## config.mk

```make
export PLATFORM = sky130hd
export DESIGN_NAME = pwt_mul
export DESIGN_NICKNAME = d
export VERILOG_FILES = /design/src/rtl/pwt_pkg.sv /design/src/rtl/pwt_mul.sv
export SDC_FILE = /design/constraint.sdc
export NUM_CORES = 2
export LEC_CHECK = 0
export ABC_AREA = 1
export BUFFER_PORTS_ARGS = -buffer_cell sky130_fd_sc_hd__buf_2
export CAP_MARGIN = 0
export CORE_MARGIN = 3
export CORE_UTILIZATION = 65
export CTS_BUF_LIST = sky130_fd_sc_hd__clkbuf_8
export CTS_CLUSTER_DIAMETER = 200
export DETAILED_ROUTE_END_ITERATION = 8
export PLACE_DENSITY = 0.83
export SYNTH_ARGS = -nofsm -noshare
export SYNTH_HDL_FRONTEND = slang
export SYNTH_SLANG_ARGS = --single-unit
```

## constraint.sdc

```tcl
create_clock -name clk -period 8.9 [get_ports clk]
set_clock_uncertainty 0.05 [all_clocks]
set_input_delay 0 -clock clk [delete_from_list [all_inputs] [get_ports clk]]
set_output_delay 0 -clock clk [all_outputs]
set_load 0.01 [all_outputs]
```

## src/rtl/pwt_pkg.sv

```systemverilog
// Shared widths, register indexes and reset values for the PID twiddle unit.
// No dependencies; the design files refer to this package by scoped names, the test files import it.
`timescale 1ns / 1ps

package pwt_pkg;

	localparam int ERR_W      = 16;
	localparam int DIFF_W     = ERR_W + 1;
	localparam int GAIN_W     = 32;
	localparam int INTEG_W    = 40;
	localparam int INT_FRAC   = 20;
	localparam int SUM_W      = 48;
	localparam int LEN_W      = 12;
	localparam int PHASE_W    = LEN_W + 1;
	localparam int TOL_W      = 31;
	localparam int MUL_B_W    = INTEG_W - INT_FRAC + 1;
	localparam int PROD_W     = GAIN_W + MUL_B_W;
	localparam int ACC_W      = 74;
	localparam int OUT_SHIFT  = 12;
	localparam int OUT_W      = 32;
	localparam int DIV_W      = 37;
	localparam int CFG_IDX_W  = 3;
	localparam int CFG_DATA_W = 32;

	localparam logic [CFG_IDX_W-1:0] CFG_KP     = 3'd0;
	localparam logic [CFG_IDX_W-1:0] CFG_KI     = 3'd1;
	localparam logic [CFG_IDX_W-1:0] CFG_KD     = 3'd2;
	localparam logic [CFG_IDX_W-1:0] CFG_SETTLE = 3'd3;
	localparam logic [CFG_IDX_W-1:0] CFG_EVAL   = 3'd4;
	localparam logic [CFG_IDX_W-1:0] CFG_TOL    = 3'd5;

	// gain slots in tuning order
	localparam logic [1:0] SLOT_P = 2'd0;
	localparam logic [1:0] SLOT_D = 2'd1;
	localparam logic [1:0] SLOT_I = 2'd2;

	localparam logic [LEN_W-1:0] SETTLE_RST = 12'd100;
	localparam logic [LEN_W-1:0] EVAL_RST   = 12'd1000;
	localparam logic [TOL_W-1:0] TOL_RST    = 31'd20972;

endpackage

```

## src/rtl/pwt_mul.sv

```systemverilog
// Shared signed multiplier with a registered product.
// Depends on pwt_pkg for operand widths.
`timescale 1ns / 1ps

module pwt_mul (
	input  logic                                clk,
	input  logic signed [pwt_pkg::GAIN_W-1:0]   mul_a,
	input  logic signed [pwt_pkg::MUL_B_W-1:0]  mul_b,
	output logic signed [pwt_pkg::PROD_W-1:0]   prod_s1
);
	always_ff @(posedge clk) begin
		prod_s1 <= mul_a * mul_b;
	end
endmodule

```

==> impl_metrics.tcl <==
set metrics [dict create \
    status "complete, no violations" \
    cts_buffer_depth 2 \
    synth_warnings 0 \
    tightest_slew_ps 827 \
    dieHeight_um 209 \
    antenna_found_initial 3 \
    hp-start "mul_a[0]" \
    num_io_pins 107 \
    numPortBuffers 106 \
    largestRegisters "prod_s1 (53)" \
    grt_pass1_vias 22637 \
    cts_sinks 53 \
    viasPerCell 5.16 \
    slew_headroom_pct 44.9 \
    postSynthAreaPerCell_um2 7.56 \
    nets 4399 \
    post_cts_buffers 0 \
    ys_ff_latch 53 \
    cts_hold_repair.buffers 0 \
    cts_tree "yes" \
    cp.required_ps 9150 \
    fin_util_pct 68.8 \
    dieArea_um2 43800 \
    dp_hpwl_mm 56.4 \
    drive_gt1_share_pct 4.88 \
    maxSlewViolCount 0 \
    wl_mm 66.8 \
    start_kind "primary input" \
    path_clk_slew_ps 120 \
    finalSetupViolCount 0 \
    grt_max_degree 34 \
    synth.largest_area_cell "fa_1" \
    crit_type "primary input to flip-flop" \
    hold_viol 0 \
    cp_data_arrival_time_ps 6680 \
    end_kind "flip-flop" \
    track_usage_pct 32.1 \
    cpMostUsedCell "inv_1" \
    min_delay_path_depth 3 \
    core_um2 40300 \
    avgRoutedWirePerCell_um 16.4 \
    area_delta_synth_final_pct 3.13 \
    fp.dieW_um 209 \
    post_cts_resize_count 0 \
    place_congestion 1.01 \
    syn_inst 3554 \
    ys_seq_area_share_pct 3.95 \
    synth_fp_nets 4409 \
    cts_max_level 2 \
    max_stage_delay_ps 730 \
    cts_made_buffers 5 \
    via_count 21018 \
    drc 0 \
    rows 73 \
    syn-cell-area_um2 26900 \
    drt-pass1-iter-count 7 \
    hp-class "primary input to flip-flop" \
    root_buffer "clkbuf_8" \
    synth.top_cells.by_area "fa_1, inv_1, nand2_1" \
    rsz0062_at_grt "false" \
    post-route-period-util_pct 72.2 \
    start_util_pct 66.7 \
    fmax_mhz 156 \
    slowest_stage "fa_1" \
    drt-initial-drc-count 1498 \
    ant_nets 0 \
    crit_fanout 32 \
    ys_types 28 \
    grt_pass1_wl_mm 112 \
    finalSetupTns_ps 0 \
    top_register "prod_s1" \
    grt_overflow_total 0 \
    period_needed_ps 6430 \
    maxCapViolCount 0 \
    holdPathEnd "prod_s1[0]" \
    largest_reg_flops 53 \
    netlist.area_leader.share_pct 49.8 \
]
[cell type report]
type | count | area (µm²)
clock inverter | 3 | 25.0
inverter | 1238 | 4650
tap | 525 | 657
sequential | 53 | 1060
timing repair buffer | 110 | 561
antenna | 2 | 5.00
fill | 3332 | 12600
clock buffer | 5 | 68.8
multi-input combinational | 2136 | 20700
[cell families after synthesis]
group	after synthesis	synth area share (%)
buffers and inverters	1365	19.1
and+or+nand+nor	1233	18.4
adders and majority gates	801	56.0
AOI/OAI and AO/OA	60	1.20
DFF	53	3.95
xor gates and xnor gates	42	1.37
[synthesized netlist by cell type (all sizes together)]
| master | count |
|---|---|
| xnor2 | 15 |
| dfxtp | 53 |
| nand4 | 18 |
| o21bai | 6 |
| nor2 | 105 |
| clkbuf | 127 |
| or2 | 5 |
| nand2b | 1 |
| ha | 133 |
| nand2 | 1038 |
| nand3 | 48 |
| nand3b | 2 |
| xor2 | 27 |
| o21ai | 7 |
| a21o | 1 |
| fa | 668 |
| inv | 1238 |
| a21oi | 46 |
| nor3 | 16 |
[through the flow]
stage          cells  setup slack [ps]  hold slack (ps)  cell area, µm²
6_report        4072              2470              125           27700
5_1_grt         4070              1930              139           27700
4_1_cts         4070              2460              120           27700
3_5_place_dp    4062              2080              346           27600
3_3_place_gp    4062              2180              343           27600
2_1_floorplan   3554              2940             43.5           26900
[placed cells by master, fill, tap and decap left out, drive strengths merged]
cell      count
nand3b        2
o21bai        6
nor2        105
diode         2
inv        1239
clkinvlp      1
fa          668
a21o          1
xnor2        15
nand4        18
o21ai         7
ha          133
or2           5
a21oi        46
clkinv        1
nand2      1038
dfxtp        53
xor2         27
clkbuf        5
nand3        48
nand2b        1
nor3         16
buf         110
[routing by layer]
metal / share of wire [%] / track usage (%) / wire [µm]
met3: 7.1 / 3.90 / 4710
met1: 36 / 38.6 / 24300
met5: 0.018 / 0 / 12
met4: 5.8 / 14.8 / 3900
met2: 51 / 57.7 / 33800
[critical path: cells and delay by family]
| kind | cells | cell delay (ps) |
|---|---|---|
| adders and majority gates | 8 | 4320 |
| buffers and inverters | 10 | 1320 |
| and+or+nand+nor | 9 | 1040 |
[how the worst max path moves through the flow]
stage | cells past startpoint | from | slack (ps) | to
detailed placement | 26 | mul_b[6] | 2080 | prod_s1[51]
global route | 27 | mul_b[6] | 1930 | prod_s1[51]
CTS | 27 | mul_b[6] | 2460 | prod_s1[51]
global placement | 26 | mul_b[6] | 2180 | prod_s1[51]
floorplan | 26 | mul_a[31] | 2940 | prod_s1[51]
finish | 27 | mul_b[6] | 2470 | prod_s1[51]
Power is left out: the tool's default activity adds up to more than one toggle a clock period on the data nets, which glitch-free logic cannot reach.
