### config.mk
export PLATFORM = sky130hd
export DESIGN_NAME = pwt_div10
export DESIGN_NICKNAME = d
export VERILOG_FILES = /design/src/rtl/pwt_pkg.sv /design/src/rtl/pwt_div10.sv
export SDC_FILE = /design/constraint.sdc
export NUM_CORES = 1
export LEC_CHECK = 0
export CORE_MARGIN = 2
export CORE_UTILIZATION = 55
export CTS_CLUSTER_DIAMETER = 60
export DETAILED_ROUTE_END_ITERATION = 6
export DONT_BUFFER_PORTS = 1
export PLACE_DENSITY = 0.81
export SLEW_MARGIN = 5
export SYNTH_ARGS = -nofsm -noshare
export SYNTH_HDL_FRONTEND = slang
export SYNTH_SLANG_ARGS = --single-unit
### constraint.sdc
create_clock -name clk -period 8.1 [get_ports clk]
set_input_delay 0.81 -clock clk [delete_from_list [all_inputs] [get_ports clk]]
set_output_delay 0.81 -clock clk [all_outputs]
set_load 0.05 [all_outputs]
### src/rtl/pwt_pkg.sv
// Shared widths, register indexes and reset values for the PID twiddle unit.
// No dependencies; the design files refer to this package by scoped names, the test files import it.
`timescale 1ns / 1ps

package pwt_pkg;

	localparam int ERR_W      = 16;
	localparam int DIFF_W     = ERR_W + 1;
	localparam int GAIN_W     = 32;
	localparam int INTEG_W    = 40;
	localparam int INT_FRAC   = 20;
	localparam int SUM_W      = 48;
	localparam int LEN_W      = 12;
	localparam int PHASE_W    = LEN_W + 1;
	localparam int TOL_W      = 31;
	localparam int MUL_B_W    = INTEG_W - INT_FRAC + 1;
	localparam int PROD_W     = GAIN_W + MUL_B_W;
	localparam int ACC_W      = 74;
	localparam int OUT_SHIFT  = 12;
	localparam int OUT_W      = 32;
	localparam int DIV_W      = 37;
	localparam int CFG_IDX_W  = 3;
	localparam int CFG_DATA_W = 32;

	localparam logic [CFG_IDX_W-1:0] CFG_KP     = 3'd0;
	localparam logic [CFG_IDX_W-1:0] CFG_KI     = 3'd1;
	localparam logic [CFG_IDX_W-1:0] CFG_KD     = 3'd2;
	localparam logic [CFG_IDX_W-1:0] CFG_SETTLE = 3'd3;
	localparam logic [CFG_IDX_W-1:0] CFG_EVAL   = 3'd4;
	localparam logic [CFG_IDX_W-1:0] CFG_TOL    = 3'd5;

	// gain slots in tuning order
	localparam logic [1:0] SLOT_P = 2'd0;
	localparam logic [1:0] SLOT_D = 2'd1;
	localparam logic [1:0] SLOT_I = 2'd2;

	localparam logic [LEN_W-1:0] SETTLE_RST = 12'd100;
	localparam logic [LEN_W-1:0] EVAL_RST   = 12'd1000;
	localparam logic [TOL_W-1:0] TOL_RST    = 31'd20972;

endpackage

### src/rtl/pwt_div10.sv
// Floor division by ten of a signed word: shift-and-add reciprocal estimate,
// one add a cycle, then a remainder fix-up. Depends on pwt_pkg for the width.
`timescale 1ns / 1ps

module pwt_div10 (
	input  logic                               clk,
	input  logic                               arst_n,
	input  logic                               start,
	input  logic signed [pwt_pkg::DIV_W-1:0]   dividend,
	output logic                               done,
	output logic signed [pwt_pkg::DIV_W-1:0]   quotient
);
	localparam int W = pwt_pkg::DIV_W;
	localparam logic [W-1:0] NEG_BIAS = W'(10);
	localparam logic [W-1:0] REM_MAX  = W'(9);

	typedef enum logic [2:0] {
		DV_IDLE, DV_S4, DV_S8, DV_S16, DV_S32, DV_FIX
	} dv_state_t;

	dv_state_t           dv_q;
	logic                done_q;
	logic                neg_q;
	logic [W-1:0]        num_q;
	logic [W-1:0]        est_q;
	logic signed [W-1:0] quo_q;

	logic [W-1:0] mag;
	logic [W-1:0] rem;
	logic [W-1:0] fixed;

	// floor of a negative value: negate, add nine, divide, negate back
	assign mag   = dividend[W-1] ? (~dividend + NEG_BIAS) : dividend;
	assign rem   = num_q - ((est_q << 3) + (est_q << 1));
	assign fixed = est_q + ((rem > REM_MAX) ? W'(1) : W'(0));

	always_ff @(posedge clk or negedge arst_n) begin
		if (!arst_n) begin
			dv_q   <= DV_IDLE;
			done_q <= 1'b0;
			neg_q  <= 1'b0;
			num_q  <= '0;
			est_q  <= '0;
			quo_q  <= '0;
		end else begin
			done_q <= 1'b0;
			unique case (dv_q)
				DV_IDLE: begin
					if (start) begin
						neg_q <= dividend[W-1];
						num_q <= mag;
						est_q <= (mag >> 1) + (mag >> 2);
						dv_q  <= DV_S4;
					end
				end
				DV_S4: begin
					est_q <= est_q + (est_q >> 4);
					dv_q  <= DV_S8;
				end
				DV_S8: begin
					est_q <= est_q + (est_q >> 8);
					dv_q  <= DV_S16;
				end
				DV_S16: begin
					est_q <= est_q + (est_q >> 16);
					dv_q  <= DV_S32;
				end
				DV_S32: begin
					est_q <= (est_q + (est_q >> 32)) >> 3;
					dv_q  <= DV_FIX;
				end
				// estimate is low by at most one; the remainder tells
				DV_FIX: begin
					quo_q  <= neg_q ? -$signed(fixed) : $signed(fixed);
					done_q <= 1'b1;
					dv_q   <= DV_IDLE;
				end
				default: dv_q <= DV_IDLE;
			endcase
		end
	end

	assign done     = done_q;
	assign quotient = quo_q;
endmodule

==> impl_metrics.py <==
metrics = {
    "status": {
        "outcome": "completed",
    },
    "floorplanning": {
        "fp.dieH_um": 169,
        "floorplan.die.width_um": 169,
        "num_rows": 60,
        "number_of_ports_placed_on_the_die_boundary": 78,
        "design.die.area_um2": 28500,
        "core_area_um2": 26800,
        "initial_utilization": 0.557,
    },
    "grt": {
        "grt_pass1_wl_mm": 80.1,
        "largest_net_degree_at_the_start_of_global_routing": 117,
        "grt-ovfl-total": 0,
        "first_global_vias": 14223,
        "groute.usage.overall": 0.361,
        "grt_antenna_before_repair": 0,
    },
    "route": {
        "vias_per_cell": 6.68,
        "initialDrtViolationCount": 1538,
        "detail_route.first_pass.iterations": 6,
        "remaining_drc_errors": 0,
        "wl_per_cell_um": 22.7,
        "detailed_route_via_count": 15186,
        "finalWirelength_mm": 51.6,
        "antenna_violating_nets_post_route": 0,
    },
    "sta": {
        "worst_clock_skew_ns": 0.0185,
        "finalHoldViolCount": 0,
        "timing.final.setup_violations": 0,
        "drv_slew": 0,
        "setup_repair_after_global_routing_missed_its_margin": "no",
        "remaining_max_slew_budget_at_the_tightest_pin": 0.350,
        "clock.fmax_ghz": 0.131,
        "timing.final.ws_setup_ns": 0.480,
        "finalCriticalPeriod_ns": 7.62,
        "fin_setup_tns_ns": 0,
        "finalCritPeriodShare": 0.941,
        "worst_pin_slew_ns": 0.974,
    },
    "worst_setup_path": {
        "critical_path_start_end_classification": "reg2reg",
        "max_stage_delay_ns": 0.63,
        "setup.reg_to_reg.worst_slack_ns": 0.48,
        "required_time_worst_endpoint_ns": 8.40,
        "timing.rr.start": "est_q[3]",
        "timing.critical_path.depth": 25,
        "critical_path.endpoint": "quotient[33]",
        "reg2reg_to": "quotient[33]",
        "critical_path.endpoint_type": "flip-flop",
        "reg2reg_depth": 25,
        "critical-path-slowest-cell": "sky130_fd_sc_hd__or4_1",
        "critPathArrivalTime_ns": 7.92,
        "timing.critical_path.from_type": "flip-flop",
        "crit_fanout": 7,
        "critPathMostFrequentCell": "sky130_fd_sc_hd__ha_1",
        "setup.worst_path.start": "est_q[3]",
        "path_delay_family": "simple AND/OR/NAND/NOR gates",
        "bufs_and_invs_on_worst_path": 1,
    },
    "yosys": {
        "ys_seq_area_frac": 0.194,
        "count_of_flip_flops_with_a_built_in_enable_after_synthesis": 0,
        "dominant_synthesized_flop_cell": "sky130_fd_sc_hd__dfrtp_1",
        "synthesis.instances": 1954,
        "synthesis.area_um2": 14900,
        "syn_avg_cell_area_um2": 7.64,
        "synth-async-reset-ratio": 1.00,
        "post_synthesis_sequential_element_count": 116,
        "yosysUniqueCellTypes": 85,
        "synth_warnings": 0,
        "synth.net_count": 2144,
    },
    "place": {
        "place_hpwl_mm": 40.3,
        "dp_slack_ns": 0.628,
        "buffer_ports.inserted": 0,
        "place.gp.congestion": 1.08,
    },
    "clocking": {
        "post_cts_resized": 0,
        "cts.reportedPaths.clkPinSlew_ns": 0.07,
        "clk_path_buf_depth": 2,
        "hold_buffers": 0,
        "cts_tree": "built",
        "numClockSinks": 116,
        "post_cts_buffers": 0,
        "cts.root.buffer_cell": "sky130_fd_sc_hd__clkbuf_16",
        "htreeDepth": 4,
        "number_of_clock_buffers_inserted_by_tritoncts": 17,
        "insertion_delay_ns": 0.44,
    },
    "finish": {
        "fill_cells": 2447,
        "nNetsFinal": 2110,
        "highest_count_cells_in_the_layout_ignoring_fill_and_taps": "sky130_fd_sc_hd__nand2_1, sky130_fd_sc_hd__o21ai_0, sky130_fd_sc_hd__xnor2_1",
        "syn_to_final_growth_pct": 6.79,
        "antennaDiodeCount": 0,
        "mostFrequentLayoutCell": "sky130_fd_sc_hd__nand2_1",
        "drive_gt1_frac": 0.0616,
    },
    "hold_path": {
        "worstHoldPathType": "in2async",
    },
    "flow_run": {
        "max_cap_violations": 0,
    },
}
==> kinds of logic (layout without fill, tap and decap cells) <==
family | count (synthesis) | after routing | synth area share
xor gates and xnor gates | 206 | 206 | 0.121
buffers and inverters | 184 | 163 | 0.0500
adders and majority gates | 150 | 150 | 0.143
AOI/OAI and AO/OA | 591 | 591 | 0.251
and+or+nand+nor | 671 | 671 | 0.214
muxes | 36 | 36 | 0.0261
DFF | 116 | 116 | 0.194
==> metal layers <==
metal | part of all wire | GRT usage
met1 | 0.41 | 0.476
met2 | 0.44 | 0.565
met3 | 0.098 | 0.0825
met4 | 0.054 | 0.168
met5 | 0 | 0
==> final cells by class <==
cell class / instances / area, um2 / share of cell area
multi-input cells: 1654 / 11300 / 0.708
flip-flops and latches: 116 / 2900 / 0.182
clock inverters: 15 / 219 / 0.0137
clock buffers: 17 / 425 / 0.0267
inverters: 80 / 300 / 0.0188
well taps: 341 / 427 / 0.0268
repair buffers: 51 / 383 / 0.0240
==> worst min-delay path by stage <==
stage | startpoint | endpoint | slack [ns] | cells past startpoint
CTS | arst_n | quotient[18] | 0.06 | 0
global route | arst_n | num_q[1] | 0.06 | 0
global placement | num_q[2] | num_q[2] | 0.47 | 2
finish | arst_n | num_q[1] | 0.07 | 0
floorplan | num_q[2] | num_q[2] | 0.45 | 2
detailed placement | num_q[2] | num_q[2] | 0.48 | 2
==> state kept, by name (all words and copies together), names as in the netlist <==
name      cells
done          1
dv_q          3
est_q        37
neg_q         1
num_q        37
quotient     37
==> through the flow <==
stage	area (um2)	util	hold WS, ns	std cells
6_report	15900	0.595	0.0660	2274
3_5_place_dp	15300	0.571	0.480	2242
3_3_place_gp	15300	0.571	0.470	2242
5_1_grt	15900	0.595	0.0570	2274
2_1_floorplan	14900	-	0.450	1954
4_1_cts	15900	0.595	0.0640	2274
==> worst reg2reg max path, delay by kind of cell, from the launching register on <==
family,cells,cell delay [ns]
xor gates and xnor gates,2,0.33
and+or+nand+nor,8,2.70
DFF,1,0.38
buffers and inverters,1,0.15
AOI/OAI and AO/OA,10,2.52
adders and majority gates,4,1.42
==> cells in the mapped netlist, types with 11 or more instances <==
master,count,area share
sky130_fd_sc_hd__or3_1,12,0.0050
sky130_fd_sc_hd__nand3_1,54,0.018
sky130_fd_sc_hd__nand4_1,34,0.014
sky130_fd_sc_hd__o31ai_1,23,0.012
sky130_fd_sc_hd__mux2i_1,31,0.021
sky130_fd_sc_hd__inv_1,76,0.019
sky130_fd_sc_hd__and3_1,21,0.0088
sky130_fd_sc_hd__a21o_1,49,0.025
sky130_fd_sc_hd__a31oi_1,21,0.0088
sky130_fd_sc_hd__o21a_1,11,0.0055
sky130_fd_sc_hd__ha_1,115,0.096
sky130_fd_sc_hd__o21ai_0,174,0.058
sky130_fd_sc_hd__dfrtp_1,116,0.19
sky130_fd_sc_hd__o21bai_1,17,0.0086
sky130_fd_sc_hd__nand2_1,306,0.077
sky130_fd_sc_hd__o21ai_1,11,0.0037
sky130_fd_sc_hd__nor2_1,101,0.025
sky130_fd_sc_hd__xnor2_1,167,0.098
sky130_fd_sc_hd__a211oi_1,24,0.012
sky130_fd_sc_hd__buf_2,15,0.0050
sky130_fd_sc_hd__nand2b_1,14,0.0059
sky130_fd_sc_hd__nor2b_1,12,0.0050
sky130_fd_sc_hd__clkbuf_1,73,0.018
sky130_fd_sc_hd__a21oi_1,128,0.043
sky130_fd_sc_hd__xor2_1,39,0.023
sky130_fd_sc_hd__nor4_1,16,0.0067
sky130_fd_sc_hd__fa_1,35,0.047
sky130_fd_sc_hd__o22ai_1,17,0.0071
sky130_fd_sc_hd__and2_1,15,0.0063
sky130_fd_sc_hd__nor3_1,38,0.013
Power is not shown: default switching activity piles up to over one toggle a cycle in this logic, so the estimate is an artifact.
